### config.mk
export PLATFORM = sky130hd
export DESIGN_NAME = fws_div
export DESIGN_NICKNAME = d
export VERILOG_FILES = /design/src/rtl/fws_pkg.sv /design/src/rtl/fws_div.sv
export SDC_FILE = /design/constraint.sdc
export NUM_CORES = 1
export LEC_CHECK = 0
export CORE_UTILIZATION = 23
export CTS_CLUSTER_DIAMETER = 40
export DETAILED_ROUTE_END_ITERATION = 12
export DONT_BUFFER_PORTS = 1
export PLACE_DENSITY = 0.32
export REMOVE_ABC_BUFFERS = 1
export SETUP_SLACK_MARGIN = 0.1
export SYNTH_ARGS = -nofsm -noshare
export SYNTH_HDL_FRONTEND = slang
export SYNTH_SLANG_ARGS = --single-unit
### constraint.sdc
create_clock -name clk -period 4.98 [get_ports clk]
set_input_delay 0.249 -clock clk [delete_from_list [all_inputs] [get_ports clk]]
set_output_delay 0.249 -clock clk [all_outputs]
set_load 0.02 [all_outputs]
### src/rtl/fws_pkg.sv
// ----------------------------------------------------------------------------
// fws_pkg: shared definitions of the focal window statistics block
// Field widths, register indexes, command and operation codes, and the
// default store dimensions handed to the top level.
// ----------------------------------------------------------------------------
package fws_pkg;

  // Default store dimensions and window limit.
  localparam int MAX_COLS_DEF   = 64;
  localparam int MAX_ROWS_DEF   = 64;
  localparam int MAX_RADIUS_DEF = 7;

  // Field widths fixed by the interface.
  localparam int SAMPLE_W   = 32;
  localparam int STAT_W     = 40;
  localparam int CNT_W      = 8;
  localparam int POS_W      = 6;
  localparam int DIM_W      = 7;
  localparam int RAD_W      = 3;
  localparam int COORD_W    = 9;
  localparam int CFG_IDX_W  = 3;
  localparam int CFG_DATA_W = 32;

  // Statistic selected by the op_mode register.
  typedef enum logic [1:0] {
    OP_MAX  = 2'd0,
    OP_MIN  = 2'd1,
    OP_SUM  = 2'd2,
    OP_MEAN = 2'd3
  } op_t;

  // Item commands.
  localparam logic CMD_WRITE = 1'b0;
  localparam logic CMD_QUERY = 1'b1;

  // Configuration register indexes.
  localparam logic [CFG_IDX_W-1:0] REG_GRID_WIDTH    = 3'd0;
  localparam logic [CFG_IDX_W-1:0] REG_GRID_HEIGHT   = 3'd1;
  localparam logic [CFG_IDX_W-1:0] REG_RADIUS        = 3'd2;
  localparam logic [CFG_IDX_W-1:0] REG_OP_MODE       = 3'd3;
  localparam logic [CFG_IDX_W-1:0] REG_SKIP_ENABLE   = 3'd4;
  localparam logic [CFG_IDX_W-1:0] REG_MISSING_VALUE = 3'd5;

endpackage

### src/rtl/fws_div.sv
// ----------------------------------------------------------------------------
// fws_div: bit-serial signed by unsigned divider
// Restoring division of a signed dividend by an unsigned count, one quotient
// bit per cycle, result truncated toward zero.
// ----------------------------------------------------------------------------
module fws_div (
  input  logic                                clk,
  input  logic                                rst,
  input  logic                                start,
  input  logic signed [fws_pkg::STAT_W-1:0]   dividend,
  input  logic        [fws_pkg::CNT_W-1:0]    divisor,
  output logic                                done,
  output logic signed [fws_pkg::STAT_W-1:0]   quotient
);

  localparam int SW = fws_pkg::STAT_W;
  localparam int CW = fws_pkg::CNT_W;
  localparam int STEP_W = $clog2(SW + 1);

  logic              active;
  logic [STEP_W-1:0] step;
  logic              neg;
  logic [SW-1:0]     quo;
  logic [CW-1:0]     rem;

  logic [CW:0] shifted;
  logic [CW:0] trial;
  logic        fits;

  // One restoring step: bring down the next dividend bit and try a subtract.
  always_comb begin
    shifted = {rem, quo[SW-1]};
    trial   = shifted - {1'b0, divisor};
    fits    = (shifted >= {1'b0, divisor});
  end

  // Step sequencer; the last cycle applies the sign.
  always_ff @(posedge clk) begin
    if (rst) begin
      active <= 1'b0;
      done   <= 1'b0;
      step   <= '0;
    end else begin
      done <= 1'b0;
      if (start) begin
        active <= 1'b1;
        step   <= STEP_W'(SW);
        neg    <= dividend[SW-1];
        quo    <= dividend[SW-1] ? SW'(-dividend) : SW'(dividend);
        rem    <= '0;
      end else if (active) begin
        if (step == '0) begin
          active   <= 1'b0;
          done     <= 1'b1;
          quotient <= neg ? -$signed(quo) : $signed(quo);
        end else begin
          step <= step - 1'b1;
          rem  <= fits ? trial[CW-1:0] : shifted[CW-1:0];
          quo  <= {quo[SW-2:0], fits};
        end
      end
    end
  end

endmodule

## After elaboration in Yosys (flattened, before gate mapping)

Index checks and enable logic that the tools add are counted.

- Register bits: 97
- Output and inout port bits: 41
- Logic and storage cells: 42

- Add/sub/neg operators: 4
- Order comparisons: 1
- Equal/unequal tests: 1
- Multiplexer cells: 15
- Bitwise logic cells: 4
- Reductions and logical operators: 9

Operators by type and width:

| kind | count |
|---|---|
| $mux W40 | 5 |
| $neg A40 Y40 | 2 |
| $mux W8 | 3 |
| $mux W6 | 3 |
| $ge A9 B8 Y1 | 1 |
| $sub A8 B8 Y8 | 1 |
| $logic_not A6 Y1 | 1 |
| $reduce_and A2 Y1 | 3 |
| $sub A6 B1 Y6 const B | 1 |
| $mux W1 | 4 |
| $not A1 Y1 | 4 |
| $reduce_and A4 Y1 | 1 |
| $reduce_and A3 Y1 | 1 |
| $reduce_or A3 Y1 | 1 |
| $ne A2 B2 Y1 const B | 1 |
| $reduce_bool A2 Y1 | 1 |
| $reduce_or A2 Y1 | 1 |

## Depth between registers and ports, before layout

Gate-level depths: netlist (run 1).

- Depth after elaboration: 4
- Mapped depth: 9
- Mapped depth without buffers: 8

## Least setup slack after synthesis (run 1)

No wires, ideal clock.

- Path type: register to register
- From: register step[0]
- To: register quo[0], enable pin
- Setup time: 0.454 ns
- Arrival: 3.109 ns
- Data required time: 4.526 ns
- Slack: 1.417 ns
- Stages on the path, launching flop included: 6
- Buffers on the path: 0
- Path through: dfxtp_1 inv_1 ha_1 a21boi_1 nor2_1 nor2_1

- Longest elaborated chain between the ends: 3

Ends and longest elaborated chain:

| what | RTL line | text |
|---|---|---|
| from (decl) | fws_div.sv:21 | `logic [STEP_W-1:0] step;` |
| from (signal assigned) | fws_div.sv:47 | `step <= STEP_W'(SW);` |
| from (signal assigned) | fws_div.sv:57 | `step <= step - 1'b1;` |
| $logic_not A6 Y1 | fws_div.sv:52 | `if (step == '0) begin` |
| $ne A2 B2 Y1 (no source line) | - |  |
| $reduce_and A3 Y1 (no source line) | - |  |
| to (signal assigned) | fws_div.sv:49 | `quo <= dividend[SW-1] ? SW'(-dividend) : SW'(dividend);` |
| to (signal assigned) | fws_div.sv:59 | `quo <= {quo[SW-2:0], fits};` |
| to (decl) | fws_div.sv:23 | `logic [SW-1:0] quo;` |

Every way passes these cells.
A chain may end at the register's enable or synchronous reset.

## Worst setup path in the final report (run 1)

- From: register quo[9]
- To: register quotient[39] (netlist name), data pin

- Longest elaborated chain between the ends: 2

Ends and longest elaborated chain:

| what | RTL line | text |
|---|---|---|
| $neg A40 Y40 | fws_div.sv:55 | `quotient <= neg ? -$signed(quo) : $signed(quo);` |
| $mux W40 | fws_div.sv:55 |  |
| to (signal assigned) | fws_div.sv:55 |  |
| to (decl) | fws_div.sv:13 | `output logic signed [fws_pkg::STAT_W-1:0] quotient` |

Every way passes these cells.

==> results.yml, run 1 <==
status:
  status: "finished clean"
clocking:
  cts_tree: "yes"
  insertion_delay_ns: 0.35
  cts_setup_buffers: 0
  ctsResizeCount: 0
  htree_levels: 3
  clk_pin_slew_worst_paths_ns: 0.07
  clockBufferDepth: 2
  cts_hold_buffers: 3
  cts_buffers: 9
  clkSinkCount: 97
  root_buffer: "clkbuf_16"
sta:
  fin_setup_tns_ns: 0
  setup_viol: 0
  post-route-min-period_ns: 2.89
  slew_viol_final: 0
  finalWorstSetupSlack_ns: 2.09
  hold_violations: 0
  maxSlewHeadroom: 0.323
  rsz0062_at_grt: "no"
  fmax_mhz: 346
  tightestPinTransition_ns: 1.02
  min_period_over_period: 0.580
  hold-worst-slack_ns: 0.0760
  finClkSkew_ns: 0.0105
synth:
  synth_edf_count: 89
  synth_ff_type: "edfxtp_1"
  yosysWarnings: 0
  synth.area.top_cells: "edfxtp_1 45%, xnor2_1 6.7%, nor2_1 4.0%"
  async_reset_ff_frac: 0
  ys_seq_area_frac: 0.481
  syn_avg_cell_area_um2: 10.4
  synth_area_um2: 5890
  synth_top_area_share: 0.454
  ys_types: 53
  netlist_instances: 567
  yosys_register_bits: 97
  yosysTopAreaCell: "edfxtp_1"
floorplanning:
  die_area_um2: 26200
  die_x_um: 162
  dieHeight_um: 162
  design.core.area_um2: 25100
  start_util: 0.234
  io_pins: 92
  num_rows: 58
critical_path:
  arrival_ns: 2.98
  path_buf_inv: 0
  path_class: "reg2reg"
  path_delay_family: "simple AND/OR/NAND/NOR gates"
  worstSetupStartpointType: "flip-flop"
  cp-end-kind: "flip-flop"
  cp_slowest_cell: "nor4_1"
  cp_slowest_stage_delay_ns: 0.64
  cp_max_fo: 8
  cp_cell_sequence: "or4_4, nor4_1, nand3_1, o31ai_1, xnor2_1"
  required_ns: 5.08
final_layout:
  insertedDiodeCount: 0
  drive_above_1_share: 0.0674
  syn_to_final_growth_pct: 11.9
  fin_cells: 894
  final_nets: 623
pwr:
  vdd_ir_drop_max_mv: 0.149
  switching_share: 0.259
  combinationalPowerShare: 0.136
  power_leakage_nw: 2.15
  cellInternalPower_w: 0.00151
  power.switching_w: 0.000527
  p_per_area_nw_per_um2: 310
  power_frac_seq: 0.492
  p_clk_frac: 0.372
grt:
  busiest_layer: "met2"
  grt_max_degree: 87
  grt_pass1_wl_um: 25300
  use_met3: 0.0289
  met2_usage: 0.209
  overflow: 0
  gr-usage-met1: 0.169
  grt_pass1_vias: 4204
  gr-usage-all-layers: 0.130
  antenna_found_initial: 0
placement:
  dp.final_hpwl_um: 12000
  io_buffers: 0
  dpl.cell_count: 875
  gp_congestion: 0.767
  preCtsSetupSlack_ns: 2.03
flow_run:
  drv_cap: 0
routing:
  wl_per_cell_um: 18.7
  post-route-drc-count: 0
  routed_wl_um: 16700
  final_antenna_net_count: 0
  first_pass_iters: 4
  routed_via_density: 4.83
  drt_iter0_markers: 261
  dr_total_vias: 4318
min_path:
  hp-class: "in2reg"
metrics by stage:
step                utilization  power, W  area, um2
detailed placement        0.248   0.00130       6230
finish                    0.262   0.00204       6590
CTS                       0.262   0.00208       6590
floorplan                     -   0.00123       5780
global route              0.262   0.00214       6590
global placement          0.248   0.00130       6230
Yosys cell counts, drive strengths merged, types with 4 or more instances:
library cell	number
nand4	5
a211oi	4
clkbuf	20
buf	5
edfxtp	89
nand4b	5
a211o	5
mux2i	7
xor2	26
o31ai	22
and4	5
nand2b	6
or2	5
nand3	9
or4	9
o21ai	25
o41ai	14
ha	12
o2bb2ai	5
nor4	14
nand2	35
nor3	9
xnor2	45
dfxtp	8
nor2b	4
or3	21
a21oi	45
a2111oi	4
inv	19
nor2	63
final timing paths:
check	from	endpoint	slack, ns	cells past startpoint
setup / recovery	quo[9]	quotient[39]	2.09	5
hold reg to reg	step[1]	step[1]	0.53	2
hold / removal	rst	neg	0.08	1
setup reg to reg	quo[9]	quotient[39]	2.09	5
flip-flops by register name, indices dropped and copies added, names as in the netlist:
register  cells
rem           8
neg           1
done          1
quo          40
quotient     40
active        1
step          6
cell usage in the layout, fill, tap and decap left out, drive strengths merged, types with 4 or more instances in the layout:
cell type,count
and4,5
or3,21
a2111oi,4
or2,5
a21oi,45
nor4,14
mux2i,7
nand2,35
xor2,26
nor3,9
o31ai,22
nand4b,5
ha,12
o2bb2ai,5
o41ai,14
nor2b,4
edfxtp,89
xnor2,45
a211o,5
or4,9
clkbuf,13
nor2,63
a211oi,4
nand2b,6
dfxtp,8
inv,19
nand4,5
o21ai,25
nand3,9
layer usage:
layer | up-vias | wire [um]
li1 | 2130 | -
met2 | 103 | 8060
met5 | - | 0
met4 | 0 | 221
met3 | 14 | 805
met1 | 2071 | 7620
worst reg2reg max path, stage by stage, from the launching register on:
cell      delay [ns]
edfxtp_1        0.43
or4_4           0.60
nor4_1          0.64
nand3_1         0.47
o31ai_1         0.40
xnor2_1         0.09
power groups by stage:
stage                     clock [W]  sequential (W)  combinational (W)
final                      0.000759         0.00100           0.000277
after CTS                  0.000788         0.00100           0.000283
after floorplan                   0         0.00101           0.000215
after global routing       0.000817         0.00101           0.000317
after global placement            0         0.00102           0.000277
after detailed placement          0         0.00102           0.000278
area by class of cell:
cell class	count	area, um2
tap	330	413
inverter	19	71.3
clock inverter	3	26.3
sequential	97	2830
fill	2679	18500
multi-input combinational	426	2890
clock buffer	13	304
timing repair buffer	6	52.6
cell families (layout without fill, tap and decap cells):
group,Yosys count,in the layout,share of synthesized area
adders and majority gates,13,13,0.0289
xor gates and xnor gates,71,71,0.106
and+or+nand+nor,197,197,0.188
buffers and inverters,44,41,0.0300
muxes,7,7,0.0119
AOI/OAI and AO/OA,138,138,0.154
DFF,97,97,0.481
No activity file was read; power rests on OpenSTA's default activity.
==> run 2: changes to the inputs <==
clock period = 2.8 ns   (was 4.98 ns; I/O delays follow)
==> results.yml, run 2 (synthesized netlist as in run 1, its figures left out) <==
sta:
  hold_violations: 0
  finClkSkew_ns: 0.0130
  slew_viol_final: 0
  setup_viol: 0
  finalWorstSetupSlack_ns: 0.275
  maxSlewHeadroom: 0.332
  fmax_mhz: 396
  min_period_over_period: 0.902
  fin_setup_tns_ns: 0
  rsz0062_at_grt: "no"
  tightestPinTransition_ns: 0.999
  post-route-min-period_ns: 2.53
final_layout:
  nFillCells: 2723
  mostFrequentLayoutCells: "89 x edfxtp_1, 62 x nor2_1, 45 x a21oi_1, 45 x xnor2_1, 35 x nand2_1"
  top_regs: "quo: 40 flops, quotient: 40 flops, rem: 8 flops"
  fin_area_um2: 6690
  drive_above_1_share: 0.0870
  final_common_cell: "edfxtp_1"
  syn_to_final_growth_pct: 13.6
  insertedDiodeCount: 0
  final_nets: 634
critical_path:
  arrival_ns: 2.62
  worstSetupStartpointType: "flip-flop"
  path_class: "reg2reg"
  cp-end-kind: "flip-flop"
  cp_max_fo: 6
  required_ns: 2.90
floorplanning:
  die_x_um: 162
  num_rows: 58
  die_area_um2: 26200
  design.core.area_um2: 25100
  dieHeight_um: 162
  start_util: 0.234
  io_pins: 92
pwr:
  vdd_ir_drop_max_mv: 0.262
  p_per_area_nw_per_um2: 544
  power_leakage_nw: 2.20
clocking:
  cts_setup_buffers: 0
  cts_tree: "yes"
  clockBufferDepth: 2
  clk_pin_slew_worst_paths_ns: 0.08
  htree_levels: 3
  root_buffer: "clkbuf_16"
  clkSinkCount: 97
  cts_buffers: 9
  insertion_delay_ns: 0.35
grt:
  antenna_found_initial: 0
  grt_pass1_vias: 4331
  overflow: 0
  grt_max_degree: 60
  grt_pass1_wl_um: 26000
  gr-usage-all-layers: 0.134
min_path:
  hp-class: "in2reg"
routing:
  post-route-drc-count: 0
  routed_via_density: 4.78
  dr_total_vias: 4327
  wl_per_cell_um: 19.0
  first_pass_iters: 4
  drt_iter0_markers: 268
  routed_wl_um: 17200
  final_antenna_net_count: 0
placement:
  dp.final_hpwl_um: 11900
  io_buffers: 0
  preCtsSetupSlack_ns: 0.183
  gp_congestion: 0.762
  post_dp_cell_area_um2: 6290
flow_run:
  drv_cap: 0
status:
  status: "finished clean"
-- run 2: worst paths after layout --
check                from      endpoint  slack [ns]  cells past startpoint
setup reg to reg   quo[8]  quotient[34]        0.27                      6
hold / removal        rst          done        0.03                      2
setup / recovery   quo[8]  quotient[34]        0.27                      6
hold reg to reg   step[1]       step[1]        0.52                      2
-- run 2: worst max-delay path, stage by stage, from the launching register on --
cell and delay, ns:
edfxtp_1 0.45, or4_4 0.58, nor4_2 0.36, buf_4 0.20
nand4_1 0.21, o41ai_1 0.38, xnor2_1 0.10
-- run 2: timing repair --
| item | in CTS | in global routing |
|---|---|---|
| hold endpoints to repair | 22 | 0 |
| endpoints found under the setup margin | 0 | 5 |
| hold buffers | 5 | 0 |
| resized for setup | 0 | 2 |
-- run 2: layout make-up --
cell class	count	area [um2]	share of cell area
Tap cell	330	413	0.0618
Clock inverter	3	26.3	0.00393
Sequential cell	97	2830	0.424
Inverter	19	71.3	0.0107
Clock buffer	13	303	0.0453
Multi-Input combinational cell	426	2900	0.434
Timing Repair Buffer	17	140	0.0210
-- run 2: report_power, final --
group	leakage [nW]	switching [W]	internal, W
clock	0.163	0.000577	0.000767
sequential	0.890	0.0000858	0.00170
combinational	1.15	0.000287	0.000226
-- run 2: metrics by stage --
stage	total power, W	hold WS [ns]	instances	util
2_1_floorplan	0.00218	0.209	542	-
3_3_place_gp	0.00231	0.212	884	0.251
3_5_place_dp	0.00231	0.214	884	0.251
4_1_cts	0.00371	0.0000833	905	0.266
5_1_grt	0.00383	0.0110	905	0.266
6_report	0.00364	0.0303	905	0.266
-- run 2: routing by layer --
metal	GRT usage	part of all wire	wire length [um]	vias up
met2	0.219	0.47	8140	97
met4	0.0455	0.021	364	0
li1	-	-	-	2136
met1	0.172	0.46	7870	2075
met3	0.0304	0.048	825	19
met5	0	0	0	-
==> run 3: changes to the inputs <==
==> constraint.sdc (replaced) <==
create_clock -name clk -period 2.8 [get_ports clk]
set_input_delay 0.56 -clock clk [delete_from_list [all_inputs] [get_ports clk]]
set_output_delay 0.56 -clock clk [all_outputs]
set_load 0.02 [all_outputs]
==> results.yml, run 3 (synthesized netlist as in run 1, its figures left out) <==
sta:
  post-route-min-period_ns: 2.57
  maxSlewHeadroom: 0.590
  hold-worst-slack_ns: 0.265
  min_period_over_period: 0.918
  fin_setup_tns_ns: 0
  rsz0062_at_grt: "no"
  finClkSkew_ns: 0.00936
  tightestPinTransition_ns: 0.614
  hold_violations: 0
  setup_viol: 0
  slew_viol_final: 0
  fmax_mhz: 389
clocking:
  cts_setup_buffers: 0
  root_buffer: "clkbuf_16"
  clockBufferDepth: 2
  clkSinkCount: 97
  insertion_delay_ns: 0.35
  clk_pin_slew_worst_paths_ns: 0.07
  htree_levels: 3
  cts_tree: "yes"
  cts_buffers: 9
floorplanning:
  die_x_um: 162
  dieHeight_um: 162
  start_util: 0.234
  num_rows: 58
  die_area_um2: 26200
  design.core.area_um2: 25100
  io_pins: 92
grt:
  overflow: 0
  antenna_found_initial: 0
  gr-usage-all-layers: 0.127
  grt_pass1_vias: 4164
  grt_max_degree: 90
  grt_pass1_wl_um: 25000
routing:
  routed_via_density: 4.81
  drt_iter0_markers: 232
  wl_per_cell_um: 18.0
  first_pass_iters: 7
  dr_total_vias: 4372
  final_antenna_net_count: 0
  post-route-drc-count: 0
  routed_wl_um: 16400
final_layout:
  syn_to_final_growth_pct: 13.2
  fin_area_um2: 6660
  top_regs: "quo: 40 flops, quotient: 40 flops, rem: 8 flops"
  final_common_cell: "edfxtp_1"
  drive_above_1_share: 0.0967
  insertedDiodeCount: 0
  final_nets: 638
  mostFrequentLayoutCells: "89 x edfxtp_1, 62 x nor2_1, 45 x a21oi_1, 45 x xnor2_1, 35 x nand2_1"
  final_core_util: 0.265
placement:
  post_dp_cell_area_um2: 6360
  gp_congestion: 0.771
  io_buffers: 0
  dp.final_hpwl_um: 12000
pwr:
  power_leakage_nw: 2.21
  p_per_area_nw_per_um2: 535
  vdd_ir_drop_max_mv: 0.243
  switching_share: 0.266
  cellInternalPower_w: 0.00262
  combinationalPowerShare: 0.138
  power_frac_seq: 0.499
  power.switching_w: 0.000948
  p_clk_frac: 0.362
flow_run:
  drv_cap: 0
critical_path:
  cp_max_fo: 6
  arrival_ns: 2.66
  required_ns: 2.89
  path_class: "reg2reg"
  worstSetupStartpointType: "flip-flop"
  cp-end-kind: "flip-flop"
status:
  status: "finished clean"
min_path:
  hp-class: "in2reg"
-- run 3: worst max-delay path, cell delays in order, from the launching register on --
cell,delay (ns)
edfxtp_1,0.47
or4_4,0.59
nor4_1,0.31
buf_4,0.20
nand4_1,0.23
o41ai_1,0.39
xnor2_1,0.13
-- run 3: layout make-up --
cell class / instances / area [um2]
Timing Repair Buffer: 21 / 158
Multi-Input combinational cell: 426 / 2890
Tap cell: 330 / 413
Fill cell: 2716 / 18400
Clock inverter: 6 / 67.6
Clock buffer: 10 / 229
Inverter: 19 / 71.3
Sequential cell: 97 / 2830
-- run 3: power by group through the flow --
stage | Combinational, W | Clock [W] | Sequential (W)
final | 0.000493 | 0.00129 | 0.00178
after global routing | 0.000559 | 0.00139 | 0.00179
after global placement | 0.000497 | 0 | 0.00182
after floorplan | 0.000383 | 0 | 0.00180
after CTS | 0.000502 | 0.00135 | 0.00178
after detailed placement | 0.000499 | 0 | 0.00182
-- run 3: what timing repair did --
action                                 4_1_cts  5_1_grt
hold buffers                                 0        0
resized for setup                            0        1
setup endpoints to repair                    0        2
endpoints found under the hold margin        0        0
-- run 3: metal layers --
layer / up-vias / part of all wire / GRT usage
li1: 2139 / - / -
met1: 2116 / 0.46 / 0.165
met2: 105 / 0.48 / 0.208
met3: 12 / 0.049 / 0.0296
met4: 0 / 0.016 / 0.0412
met5: - / 0 / 0
-- run 3: final timing paths --
check / slack (ns) / from / cells after the start / to
min: 0.27 / rst / 1 / step[5]
min reg2reg: 0.52 / step[1] / 2 / step[1]
max reg2reg: 0.23 / quo[8] / 6 / quotient[34]
max: 0.23 / quo[8] / 6 / quotient[34]
-- run 3: stage by stage --
stage          total power [W]  setup WS (ns)  instances
2_1_floorplan          0.00218         -0.763        542
3_3_place_gp           0.00231          0.110        893
3_5_place_dp           0.00231          0.104        893
4_1_cts                0.00363          0.144        909
5_1_grt                0.00374         0.0918        909
6_report               0.00357          0.229        909
